$ cat src/design/ddet_pkg.sv
package ddet_pkg;

  // func codes of an input request
  localparam logic [2:0] FUNC_LOAD_EXIST = 3'd0;
  localparam logic [2:0] FUNC_LOAD_AVAIL = 3'd1;
  localparam logic [2:0] FUNC_LOAD_ALLOC = 3'd2;
  localparam logic [2:0] FUNC_LOAD_REQ   = 3'd3;
  localparam logic [2:0] FUNC_RUN        = 3'd4;

  typedef struct packed {
    logic [2:0]  func;
    logic [2:0]  proc_id;
    logic [1:0]  res_id;
    logic [15:0] amount;
  } in_req_t;

  typedef struct packed {
    logic [2:0] deadlocked_proc;
    logic       deadlock_found;
    logic       last;
  } out_rsp_t;

endpackage

$ cat src/design/ddet_ram.sv
module ddet_ram #(
  parameter int DEPTH = 32,
  parameter int WIDTH = 16,
  localparam int AW = (DEPTH > 1) ? $clog2(DEPTH) : 1
) (
  input  logic             clk_i,
  input  logic             we_i,
  input  logic [AW-1:0]    waddr_i,
  input  logic [WIDTH-1:0] wdata_i,
  input  logic             re_i,
  input  logic [AW-1:0]    raddr_i,
  output logic [WIDTH-1:0] rdata_o
);

  logic [WIDTH-1:0] mem_q [DEPTH];
  logic [WIDTH-1:0] rdata_q;

  always_ff @(posedge clk_i) begin
    if (we_i) begin
      mem_q[waddr_i] <= wdata_i;
    end
  end

  always_ff @(posedge clk_i) begin
    if (re_i) begin
      rdata_q <= mem_q[raddr_i];
    end
  end

  assign rdata_o = rdata_q;

endmodule

$ cat src/design/ddet_engine.sv
module ddet_engine #(
  parameter int NUM_PROCS   = 8,
  parameter int NUM_RES     = 4,
  parameter int COUNT_WIDTH = 16,
  localparam int AW = (NUM_PROCS * NUM_RES > 1) ? $clog2(NUM_PROCS * NUM_RES) : 1,
  localparam int PW = (NUM_PROCS > 1) ? $clog2(NUM_PROCS) : 1,
  localparam int RW = (NUM_RES > 1) ? $clog2(NUM_RES) : 1
) (
  input  logic                   clk_i,
  input  logic                   rst_ni,
  input  logic                   start_i,
  input  logic [COUNT_WIDTH-1:0] existing_i [NUM_RES],
  input  logic [COUNT_WIDTH-1:0] available_i [NUM_RES],
  output logic [AW-1:0]          rd_addr_o,
  output logic                   req_ren_o,
  output logic                   alloc_ren_o,
  input  logic [COUNT_WIDTH-1:0] req_rdata_i,
  input  logic [COUNT_WIDTH-1:0] alloc_rdata_i,
  output logic                   done_o,
  output logic [NUM_PROCS-1:0]   finished_o
);

  localparam logic [2:0] S_IDLE  = 3'd0;
  localparam logic [2:0] S_CHK   = 3'd1;
  localparam logic [2:0] S_CHK_W = 3'd2;
  localparam logic [2:0] S_REL   = 3'd3;
  localparam logic [2:0] S_REL_W = 3'd4;
  localparam logic [2:0] S_ADV   = 3'd5;

  logic [2:0]             state_q, state_d;
  logic [PW-1:0]          p_q, p_d;
  logic [RW-1:0]          r_q, r_d;
  logic [AW-1:0]          base_q, base_d;
  logic                   zero_phase_q, zero_phase_d;
  logic                   progress_q, progress_d;
  logic                   ok_q, ok_d;
  logic [NUM_PROCS-1:0]   finished_q, finished_d;
  logic                   rd_vld_q, rd_vld_d;
  logic [RW-1:0]          rd_r_q, rd_r_d;
  logic                   done_q, done_d;
  logic [COUNT_WIDTH-1:0] work_q [NUM_RES];
  logic [COUNT_WIDTH-1:0] work_d [NUM_RES];

  logic                   r_last;
  logic                   skip;
  logic                   cmp_fail;
  logic [COUNT_WIDTH:0]   sum;
  logic                   sum_ok;

  assign r_last   = (r_q == RW'(NUM_RES - 1));
  assign skip     = !zero_phase_q && finished_q[p_q];
  // pre-pass looks for all-zero rows, sweeps compare against the work vector
  assign cmp_fail = zero_phase_q ? (req_rdata_i != '0) : (req_rdata_i > work_q[rd_r_q]);
  // release is capped at the existing count, no wrap
  assign sum      = {1'b0, work_q[rd_r_q]} + {1'b0, alloc_rdata_i};
  assign sum_ok   = (sum <= {1'b0, existing_i[rd_r_q]});

  assign rd_addr_o  = base_q + AW'(r_q);
  assign done_o     = done_q;
  assign finished_o = finished_q;

  always_comb begin
    state_d      = state_q;
    p_d          = p_q;
    r_d          = r_q;
    base_d       = base_q;
    zero_phase_d = zero_phase_q;
    progress_d   = progress_q;
    ok_d         = ok_q;
    finished_d   = finished_q;
    rd_vld_d     = 1'b0;
    rd_r_d       = rd_r_q;
    done_d       = 1'b0;
    work_d       = work_q;
    req_ren_o    = 1'b0;
    alloc_ren_o  = 1'b0;

    unique case (state_q)
      S_IDLE: begin
        if (start_i) begin
          state_d      = S_CHK;
          p_d          = '0;
          r_d          = '0;
          base_d       = '0;
          zero_phase_d = 1'b1;
          progress_d   = 1'b0;
          ok_d         = 1'b1;
          finished_d   = '0;
          for (int i = 0; i < NUM_RES; i++) begin
            work_d[i] = available_i[i];
          end
        end
      end
      S_CHK: begin
        if ((r_q == '0) && skip) begin
          state_d = S_ADV;
        end else begin
          req_ren_o = 1'b1;
          rd_vld_d  = 1'b1;
          rd_r_d    = r_q;
          if (rd_vld_q && cmp_fail) begin
            ok_d = 1'b0;
          end
          if (r_last) begin
            r_d     = '0;
            state_d = S_CHK_W;
          end else begin
            r_d = r_q + RW'(1);
          end
        end
      end
      S_CHK_W: begin
        // last request word of the row lands here
        r_d = '0;
        if (ok_q && !cmp_fail) begin
          state_d = S_REL;
        end else begin
          state_d = S_ADV;
        end
      end
      S_REL: begin
        alloc_ren_o = 1'b1;
        rd_vld_d    = 1'b1;
        rd_r_d      = r_q;
        if (rd_vld_q && sum_ok) begin
          work_d[rd_r_q] = sum[COUNT_WIDTH-1:0];
        end
        if (r_last) begin
          r_d     = '0;
          state_d = S_REL_W;
        end else begin
          r_d = r_q + RW'(1);
        end
      end
      S_REL_W: begin
        if (sum_ok) begin
          work_d[rd_r_q] = sum[COUNT_WIDTH-1:0];
        end
        finished_d[p_q] = 1'b1;
        progress_d      = 1'b1;
        state_d         = S_ADV;
      end
      S_ADV: begin
        ok_d = 1'b1;
        r_d  = '0;
        if (p_q == PW'(NUM_PROCS - 1)) begin
          p_d    = '0;
          base_d = '0;
          if (zero_phase_q) begin
            zero_phase_d = 1'b0;
            progress_d   = 1'b0;
            state_d      = S_CHK;
          end else if (progress_q) begin
            progress_d = 1'b0;
            state_d    = S_CHK;
          end else begin
            done_d  = 1'b1;
            state_d = S_IDLE;
          end
        end else begin
          p_d     = p_q + PW'(1);
          base_d  = base_q + AW'(NUM_RES);
          state_d = S_CHK;
        end
      end
      default: begin
        state_d = S_IDLE;
      end
    endcase
  end

  always_ff @(posedge clk_i or negedge rst_ni) begin
    if (!rst_ni) begin
      state_q      <= S_IDLE;
      p_q          <= '0;
      r_q          <= '0;
      base_q       <= '0;
      zero_phase_q <= 1'b0;
      progress_q   <= 1'b0;
      ok_q         <= 1'b0;
      finished_q   <= '0;
      rd_vld_q     <= 1'b0;
      rd_r_q       <= '0;
      done_q       <= 1'b0;
    end else begin
      state_q      <= state_d;
      p_q          <= p_d;
      r_q          <= r_d;
      base_q       <= base_d;
      zero_phase_q <= zero_phase_d;
      progress_q   <= progress_d;
      ok_q         <= ok_d;
      finished_q   <= finished_d;
      rd_vld_q     <= rd_vld_d;
      rd_r_q       <= rd_r_d;
      done_q       <= done_d;
    end
  end

  always_ff @(posedge clk_i) begin
    work_q <= work_d;
  end

endmodule

$ cat src/design/ddet_report.sv
module ddet_report
  import ddet_pkg::*;
#(
  parameter int NUM_PROCS = 8,
  localparam int PW = (NUM_PROCS > 1) ? $clog2(NUM_PROCS) : 1
) (
  input  logic                 clk_i,
  input  logic                 rst_ni,
  input  logic                 done_i,
  input  logic [NUM_PROCS-1:0] finished_i,
  output logic                 out_valid_o,
  input  logic                 out_ready_i,
  output out_rsp_t             out_rsp_o,
  output logic                 fin_o
);

  localparam logic [1:0] R_IDLE = 2'd0;
  localparam logic [1:0] R_SCAN = 2'd1;
  localparam logic [1:0] R_FIN  = 2'd2;

  logic [1:0]    state_q, state_d;
  logic [PW-1:0] idx_q, idx_d;
  logic          pend_q, pend_d;
  logic [PW-1:0] pend_idx_q, pend_idx_d;
  logic          out_valid_q, out_valid_d;
  out_rsp_t      out_rsp_q, out_rsp_d;

  logic          free;
  logic          advance;
  logic [PW+2:0] pend_ext;

  assign free     = !out_valid_q || out_ready_i;
  assign pend_ext = {3'b000, pend_idx_q};

  always_comb begin
    state_d     = state_q;
    idx_d       = idx_q;
    pend_d      = pend_q;
    pend_idx_d  = pend_idx_q;
    out_valid_d = out_valid_q && !out_ready_i;
    out_rsp_d   = out_rsp_q;
    fin_o       = 1'b0;
    advance     = 1'b0;

    unique case (state_q)
      R_IDLE: begin
        if (done_i) begin
          state_d = R_SCAN;
          idx_d   = '0;
          pend_d  = 1'b0;
        end
      end
      R_SCAN: begin
        // hold one found process back so the final one can carry last
        if (!finished_i[idx_q]) begin
          if (!pend_q) begin
            pend_d     = 1'b1;
            pend_idx_d = idx_q;
            advance    = 1'b1;
          end else if (free) begin
            out_valid_d               = 1'b1;
            out_rsp_d.deadlocked_proc = pend_ext[2:0];
            out_rsp_d.deadlock_found  = 1'b1;
            out_rsp_d.last            = 1'b0;
            pend_idx_d                = idx_q;
            advance                   = 1'b1;
          end
        end else begin
          advance = 1'b1;
        end
        if (advance) begin
          if (idx_q == PW'(NUM_PROCS - 1)) begin
            state_d = R_FIN;
          end else begin
            idx_d = idx_q + PW'(1);
          end
        end
      end
      R_FIN: begin
        if (free) begin
          out_valid_d               = 1'b1;
          out_rsp_d.deadlocked_proc = pend_q ? pend_ext[2:0] : 3'd0;
          out_rsp_d.deadlock_found  = pend_q;
          out_rsp_d.last            = 1'b1;
          fin_o                     = 1'b1;
          state_d                   = R_IDLE;
        end
      end
      default: begin
        state_d = R_IDLE;
      end
    endcase
  end

  always_ff @(posedge clk_i or negedge rst_ni) begin
    if (!rst_ni) begin
      state_q     <= R_IDLE;
      idx_q       <= '0;
      pend_q      <= 1'b0;
      pend_idx_q  <= '0;
      out_valid_q <= 1'b0;
    end else begin
      state_q     <= state_d;
      idx_q       <= idx_d;
      pend_q      <= pend_d;
      pend_idx_q  <= pend_idx_d;
      out_valid_q <= out_valid_d;
    end
  end

  always_ff @(posedge clk_i) begin
    out_rsp_q <= out_rsp_d;
  end

  assign out_valid_o = out_valid_q;
  assign out_rsp_o   = out_rsp_q;

endmodule

$ cat src/design/deadlock_detector.sv
// Deadlock detector for NUM_PROCS processes over NUM_RES resource types.
//
// Input channel (in_valid_i/in_ready_o, in_req_i): each request either loads
// one count (existing vector, available vector, allocation or request matrix
// entry) or starts a detection run. Loads produce no result and are taken
// back to back. Loads with out-of-range indexes and unused func codes are
// dropped.
//
// A run copies the available vector into a work vector and walks the request
// and allocation RAMs one word per cycle: a row check reads the request row
// and then waits in S_CHK_W, a release reads the allocation row and then
// waits in S_REL_W, and a finished row is skipped in a sweep via S_ADV.
// One zero-row pre-pass is followed by sweeps until a sweep frees nothing,
// then the result scan reports. in_ready_o stays low from run accept until
// the final result is in the output register.
//
// Output channel (out_valid_o/out_ready_i, out_rsp_o): one result per
// deadlocked process in ascending order, or a single no-deadlock result;
// last marks the final one. A stalled receiver halts the report scan when it
// has a result to send; the output register holds its result. Reset clears
// all control state; the count storage is undefined until loaded.
module deadlock_detector
  import ddet_pkg::*;
#(
  parameter int NUM_PROCS   = 8,
  parameter int NUM_RES     = 4,
  parameter int COUNT_WIDTH = 16
) (
  input  logic     clk_i,
  input  logic     rst_ni,
  input  logic     in_valid_i,
  output logic     in_ready_o,
  input  in_req_t  in_req_i,
  output logic     out_valid_o,
  input  logic     out_ready_i,
  output out_rsp_t out_rsp_o
);

  localparam int DEPTH = NUM_PROCS * NUM_RES;
  localparam int AW    = (DEPTH > 1) ? $clog2(DEPTH) : 1;
  localparam int PW    = (NUM_PROCS > 1) ? $clog2(NUM_PROCS) : 1;
  localparam int RW    = (NUM_RES > 1) ? $clog2(NUM_RES) : 1;

  logic                   busy_q, busy_d;
  logic                   accept;
  logic                   res_ok;
  logic                   proc_ok;
  logic [RW-1:0]          res_idx;
  logic [PW-1:0]          proc_idx;
  logic [COUNT_WIDTH-1:0] amount;
  logic [AW-1:0]          wr_addr;
  logic                   exist_we;
  logic                   avail_we;
  logic                   alloc_we;
  logic                   req_we;
  logic                   run_start;

  // small vectors stay in flops; the engine reads them by resource index
  logic [COUNT_WIDTH-1:0] existing_q [NUM_RES];
  logic [COUNT_WIDTH-1:0] available_q [NUM_RES];

  logic [AW-1:0]          rd_addr;
  logic                   req_ren;
  logic                   alloc_ren;
  logic [COUNT_WIDTH-1:0] req_rdata;
  logic [COUNT_WIDTH-1:0] alloc_rdata;
  logic                   eng_done;
  logic [NUM_PROCS-1:0]   finished;
  logic                   rpt_fin;

  assign in_ready_o = !busy_q;
  assign accept     = in_valid_i && in_ready_o;

  // index checks on the full port width, before narrowing
  assign res_ok   = (32'(in_req_i.res_id) < NUM_RES);
  assign proc_ok  = (32'(in_req_i.proc_id) < NUM_PROCS);
  assign res_idx  = RW'(in_req_i.res_id);
  assign proc_idx = PW'(in_req_i.proc_id);
  assign amount   = COUNT_WIDTH'(in_req_i.amount);
  assign wr_addr  = AW'(AW'(proc_idx) * AW'(NUM_RES) + AW'(res_idx));

  assign exist_we  = accept && (in_req_i.func == FUNC_LOAD_EXIST) && res_ok;
  assign avail_we  = accept && (in_req_i.func == FUNC_LOAD_AVAIL) && res_ok;
  assign alloc_we  = accept && (in_req_i.func == FUNC_LOAD_ALLOC) && res_ok && proc_ok;
  assign req_we    = accept && (in_req_i.func == FUNC_LOAD_REQ) && res_ok && proc_ok;
  assign run_start = accept && (in_req_i.func == FUNC_RUN);

  // busy from run accept until the final result is loaded for output
  always_comb begin
    busy_d = busy_q;
    if (run_start) begin
      busy_d = 1'b1;
    end else if (rpt_fin) begin
      busy_d = 1'b0;
    end
  end

  always_ff @(posedge clk_i or negedge rst_ni) begin
    if (!rst_ni) begin
      busy_q <= 1'b0;
    end else begin
      busy_q <= busy_d;
    end
  end

  always_ff @(posedge clk_i) begin
    if (exist_we) begin
      existing_q[res_idx] <= amount;
    end
    if (avail_we) begin
      available_q[res_idx] <= amount;
    end
  end

  ddet_ram #(
    .DEPTH(DEPTH),
    .WIDTH(COUNT_WIDTH)
  ) u_alloc_ram (
    .clk_i  (clk_i),
    .we_i   (alloc_we),
    .waddr_i(wr_addr),
    .wdata_i(amount),
    .re_i   (alloc_ren),
    .raddr_i(rd_addr),
    .rdata_o(alloc_rdata)
  );

  ddet_ram #(
    .DEPTH(DEPTH),
    .WIDTH(COUNT_WIDTH)
  ) u_req_ram (
    .clk_i  (clk_i),
    .we_i   (req_we),
    .waddr_i(wr_addr),
    .wdata_i(amount),
    .re_i   (req_ren),
    .raddr_i(rd_addr),
    .rdata_o(req_rdata)
  );

  ddet_engine #(
    .NUM_PROCS  (NUM_PROCS),
    .NUM_RES    (NUM_RES),
    .COUNT_WIDTH(COUNT_WIDTH)
  ) u_engine (
    .clk_i        (clk_i),
    .rst_ni       (rst_ni),
    .start_i      (run_start),
    .existing_i   (existing_q),
    .available_i  (available_q),
    .rd_addr_o    (rd_addr),
    .req_ren_o    (req_ren),
    .alloc_ren_o  (alloc_ren),
    .req_rdata_i  (req_rdata),
    .alloc_rdata_i(alloc_rdata),
    .done_o       (eng_done),
    .finished_o   (finished)
  );

  ddet_report #(
    .NUM_PROCS(NUM_PROCS)
  ) u_report (
    .clk_i      (clk_i),
    .rst_ni     (rst_ni),
    .done_i     (eng_done),
    .finished_i (finished),
    .out_valid_o(out_valid_o),
    .out_ready_i(out_ready_i),
    .out_rsp_o  (out_rsp_o),
    .fin_o      (rpt_fin)
  );

endmodule

$ cat config.mk
export PLATFORM = sky130hd
export DESIGN_NAME = deadlock_detector
export DESIGN_NICKNAME = d
export VERILOG_FILES = /design/src/design/ddet_pkg.sv /design/src/design/ddet_ram.sv /design/src/design/ddet_engine.sv /design/src/design/ddet_report.sv /design/src/design/deadlock_detector.sv
export SDC_FILE = /design/constraint.sdc
export NUM_CORES = 1
export LEC_CHECK = 0
export ABC_AREA = 1
export BUFFER_PORTS_ARGS = -buffer_cell sky130_fd_sc_hd__clkbuf_2
export CAP_MARGIN = 20
export CORE_UTILIZATION = 40
export CTS_BUF_LIST = sky130_fd_sc_hd__clkbuf_4
export DETAILED_ROUTE_END_ITERATION = 16
export PLACE_DENSITY = 0.59
export SLEW_MARGIN = 15
export SYNTH_ARGS = -nofsm -noshare
export SYNTH_HDL_FRONTEND = slang
export SYNTH_SLANG_ARGS = --single-unit
$ cat constraint.sdc
create_clock -name clk_i -period 12.8 [get_ports clk_i]
set_clock_uncertainty 0.2 [all_clocks]
set_input_delay 0.64 -clock clk_i [delete_from_list [all_inputs] [get_ports clk_i]]
set_output_delay 0.64 -clock clk_i [all_outputs]
set_load 0.01 [all_outputs]
# == After elaboration in Yosys (flattened, before gate mapping) ==
# Memories as Yosys holds them, arrays and structs flattened. A register that Yosys moved wholly into a read port is not among the register bits.
# Cells that the tools add are included.
# word_totals
regBits,236
ram_bits,1024
input_bits,28
output_inout_bits,7
word_cells,234
n_memories,2
# mem_list
name,depth,word_bits,read_ports,rd_clocked_by_memory_dff,write_ports,line,source
u_alloc_ram.mem_q,32,16,1,1,1,ddet_ram.sv:15,logic [WIDTH-1:0] mem_q [DEPTH];
u_req_ram.mem_q,32,16,1,1,1,ddet_ram.sv:15,
# op_classes
addsub,7
order_cmp,9
n_eq_ne,31
mux,98
bitwise,4
reduce_logical,51
# ops
cell,n
$bwmux W64,3
$mux W64,3
$pmux W64 S3,1
$mux W16,6
$bmux W16 S2,2
$demux W16 S2,2
$mux W3,15
$mux W1,33
$mux W5,6
$ne A2 B1 Y1 const B,11
$pmux W5 S2,2
$pmux W3 S6,1
$reduce_and A3 Y1,6
$add A16 B16 Y17,1
$le A17 B16 Y1,1
$gt A16 B16 Y1,1
$mux W2,8
$pmux W8 S2,1
$reduce_and A4 Y1,4
$reduce_bool A16 Y1,1
$eq A3 B3 Y1 const B,5
$logic_and A1 B1 Y1,15
$eq A3 B2 Y1 const B,4
$pmux W3 S2,2
34 further kinds,66

# == Logic depth before layout (Yosys ltp) ==
# logic_depth
ltp_word,10
ltp_mapped,32
mapped_depth_nobuf,31

# == Modules after synthesis ==
# From an unflattened synthesis, not the netlist that was laid out.
# hier_totals
cells_unflattened,4615
area_unflattened_um2,54299.6
# by_module_without_submodules
module,n_inst,cells_per_inst,area_per_inst_um2,seq_area_each_um2
ddet_ram,2,1794,21461.8,15855.2
ddet_engine,1,752,6427.4,2572.5
deadlock_detector,1,159,4007.6,3868.7
ddet_report,1,116,940.9,400.4

# == Worst setup path before layout ==
# No wires, ideal clock.
# synth_path
path_type,register to register
from,register u_engine.rd_r_q[1]
to,register u_engine.work_q[0] (netlist bit) (enable)
setup_ns,0.388
arrival_time_ns,4.418
required_ns,12.212
slack_ns,7.793
path_stages_with_launch,31
n_path_buf,1
synth_period_minus_slack_ns,5.007
cell_sequence,dfrtp_1 nand2_1 inv_1 clkbuf_1 a22oi_1 nand2_1 ha_1 fa_1 nand3_1 nand2_1 a31oi_2 o21ai_2 nand2_1 nand2_1 nand2_1 nand3b_1 and2_1 ha_1 nand2_1 nor2_1 a211oi_1 nand2_1 nand2_1 nand2_1 nand2_1 nand2_1 nand2_1 nand2_1 nand2_1 nand2_1 nor2_1
# synth_between
elab_chain_len,9
elab_cells_between_ends,13
classes_between,add/sub: 1; order compare: 1; eq/ne: 2; mux: 6; bitwise: 1; reduce/logical: 2
# synth_lines
element,line,source
start: declaration,ddet_engine.sv:39,"logic [RW-1:0] rd_r_q, rd_r_d;"
start signal: assignment,ddet_engine.sv:195,rd_r_q <= rd_r_d;
$not A2 Y3 (not written as such) *,"ddet_engine.sv:55, ddet_engine.sv:56",
$bmux W16 S2,ddet_engine.sv:55,"assign sum = {1'b0, work_q[rd_r_q]} + {1'b0, alloc_rdata_i};"
$mux W16 (not written as such) (2 in a row),ddet_engine.sv:55,
$add A16 B16 Y17,ddet_engine.sv:55,
$le A17 B16 Y1 *,ddet_engine.sv:56,"assign sum_ok = (sum <= {1'b0, existing_i[rd_r_q]});"
$logic_and A1 B1 Y1,ddet_engine.sv:125,if (rd_vld_q && sum_ok) begin
$ne A2 B1 Y1 (no source line),--,
$reduce_and A4 Y1 (no source line) *,--,
end signal: assignment,ddet_engine.sv:201,work_q <= work_d;
end: declaration,ddet_engine.sv:41,logic [COUNT_WIDTH-1:0] work_q [NUM_RES];
# Mark *: on every way between the ends. The rest lies on a longest branch, timed or not. The select of a mux whose other input is x is not followed.
# A chain may end at the register's enable or synchronous reset.

# == Final worst setup path ==
# layout_path
from,register u_engine.rd_r_q[0]
to,register u_engine.work_q[0] (netlist bit) (enable)
# Same word-level chain as after synthesis.

==> impl_metrics.ini <==
[status]
outcome = finished clean

[sta]
hold_viol = 0
rsz0062_at_grt = no
slew_headroom = 0.257
tns_ns = 0
min_period_ns = 5.83
worstMarginPinSlew_ns = 1.11
fin_crit_sh = 0.455
drv_slew = 0
hold_ws_ns = 0.103
setup_viol = 0
fmax_ghz = 0.172

[finish]
drive_above_1_share = 0.157
multi_input_area_um2 = 12000
layout.nets = 4345
fill_cells = 11700
area_growth_pct = 12.2
fin_util = 0.453
final_common_cell = edfxtp_1
mostFrequentLayoutCells = 1,253 x edfxtp_1, 769 x nor2_1, 614 x o21ai_0
register_area_um2 = 38600

[worst_hold_path]
hp-start = in_valid_i
whs_path_depth = 7
min_path_type = primary input to flop
hold_end = u_engine.state_q[0]

[clocking]
cts_tree = yes
max-clock-path-buffers = 4
cts.sinks = 1290
h-tree-depth = 5
clockRootBuffer = clkbuf_4
ctsResizeCount = 0
clkSlewWorstSetupHoldPaths_ns = 0.07
clock_latency_ns = 1.22
cts_buffers = 345

[job]
max-cap-violations = 0

[die]
die_width_um = 364
initial_core_util = 0.403
die-area_um2 = 132000
coreArea_um2 = 130000
rows = 132
io_pins = 35
die_y_um = 364

[critical_path]
r2r-end = u_engine.work_q[0]
worstSetupEndpointType = flop
ff2ff_setup_slack_ns = 6.97
worstPathArrival_ns = 6.42
r2r-start = u_engine.rd_r_q[0]
crit_required_ns = 13.39
critical_path.max_stage_delay_ns = 0.82
cp_max_fo = 21
path_class = flop to flop
startpoint_type = flop
cpMaxStageDelayCell = nor2_2
crit_top_cell = nand2_1
reg2reg_depth = 30

[place]
gp_congestion = 0.872
dp_hpwl_um = 79200
portBuffers = 34

[routing]
first_pass_iters = 5
vias = 34400
drc = 0
wl_per_cell_um = 23.1
drt_wl_total_um = 144000
vias_per_cell = 5.52
postRouteAntennaNets = 0
drt_iter0_drc = 3330

[synthesis]
seq_area_frac_synth = 0.737
yosysUniqueCellTypes = 54
netlist_area_um2 = 52300
synth_edf_count = 1253
ys_ff_latch = 1290
synthTopCellsByArea = edfxtp_1 72%, o21ai_0 5.9%, nor2_1 5.6%
postSynthAreaPerCell_um2 = 13.1
synthesis.nets = 4065
synthCells = 3978
synth-async-reset-ratio = 0.0287
yosysTopAreaCellShare = 0.719
synth_area_leader_cell = edfxtp_1
ys_warn_count = 0
synth_ff_type = edfxtp_1

[global_route]
grt_max_degree = 180
gr-total-overflow = 0
grt_pass1_wl_um = 213000
antenna_found_initial = 6
grt_pass1_vias = 33100
groute.usage.overall = 0.216

[power]
p_per_area_nw_per_um2 = 220
p_leak_uw = 0.0199
ir_drop_v = 0.000136
## cells in the mapped netlist (19+ instances only)
cell / count
o22ai_1: 143
nand3_1: 74
o221ai_1: 122
dfrtp_1: 37
nand2_1: 221
a22oi_1: 27
ha_1: 58
edfxtp_1: 1253
o21ai_0: 614
a221oi_1: 21
inv_1: 115
nor2_1: 786
buf_2: 61
a22o_1: 19
a32oi_1: 25
buf_4: 31
a21oi_1: 33
clkbuf_1: 131
a31oi_1: 34
o21ai_1: 53
## power breakdown
group / internal (uW) / switching [uW]
Sequential: 4980 / 184
Clock: 1770 / 1610
Combinational: 1240 / 3150
## cell type report
| cell class | count | share of cell area |
|---|---|---|
| Multi-Input combinational cell | 2313 | 0.204 |
| Clock inverter | 80 | 0.00618 |
| Timing Repair Buffer | 185 | 0.0245 |
| Sequential cell | 1290 | 0.657 |
| Inverter | 123 | 0.00831 |
| Antenna cell | 6 | 0.000256 |
| Tap cell | 1742 | 0.0371 |
| Clock buffer | 486 | 0.0622 |
## worst max-delay path, delay by kind of cell (launching register included)
kind                       cells  cell delay (ns)
DFF                            1             0.40
buffers and inverters          4             0.65
and+or+nand+nor               19             2.90
AOI/OAI and AO/OA              5             0.70
adders and majority gates      2             0.54
## sequential cells by signal (all words and copies together), names as in the netlist, 2 cells and up
signal	count
u_alloc_ram.mem_q	512
u_engine.r_q	2
u_engine.state_q	3
u_req_ram.rdata_o	16
u_report.idx_q	3
u_alloc_ram.rdata_o	16
u_engine.base_q	3
u_req_ram.mem_q	512
u_report.out_rsp_o	5
available_q	64
u_engine.rd_r_q	2
u_report.pend_idx_q	3
u_engine.finished_o	8
u_engine.work_q	64
u_engine.p_q	3
existing_q	64
u_report.state_q	2
## stage by stage
step           total power (uW)  setup slack (ns)  instances  cell area [um^2]
2_1_floorplan              8100              7.79       3978             52300
3_3_place_gp               9560              7.07       5617             54300
3_5_place_dp               9600              6.96       5618             54300
4_1_cts                   13000              6.95       6218             58700
5_1_grt                   13700              6.53       6225             58700
6_report                  12900              6.97       6225             58700
## per-layer routing
layer | up-vias | wire [um] | GRT usage
met4 | 6 | 2200 | 0.0602
met3 | 185 | 11400 | 0.0454
met1 | 17100 | 63200 | 0.308
li1 | 15700 | - | -
met5 | - | 41 | 0
met2 | 1406 | 66700 | 0.335
## worst max-delay path by stage
stage | start | to | slack [ns] | cells after the start
floorplan | u_engine.rd_r_q[1] | u_engine.work_q[0] | 7.79 | 30
global placement | u_engine.rd_r_q[1] | u_engine.work_q[19] | 7.07 | 28
detailed placement | u_engine.rd_r_q[1] | u_engine.work_q[14] | 6.96 | 29
CTS | u_engine.rd_r_q[1] | u_engine.work_q[0] | 6.95 | 29
global route | u_engine.rd_r_q[0] | u_engine.work_q[33] | 6.53 | 30
finish | u_engine.rd_r_q[0] | u_engine.work_q[0] | 6.97 | 30
## cells by family after synthesis
| family | share of synthesized area |
|---|---|
| flops | 0.737 |
| compound gates | 0.127 |
| xor+xnor | 0.00182 |
| buf+inv | 0.0344 |
| simple gates | 0.0857 |
| fa+ha+maj | 0.0143 |
## repair_timing
item | CTS | global route
hold endpoints to repair | 2146 | 0
buffers inserted | 0 | 0
setup endpoints to repair | 0 | 0
hold buffers | 34 | 0
(Power assumes the default switching activity.)
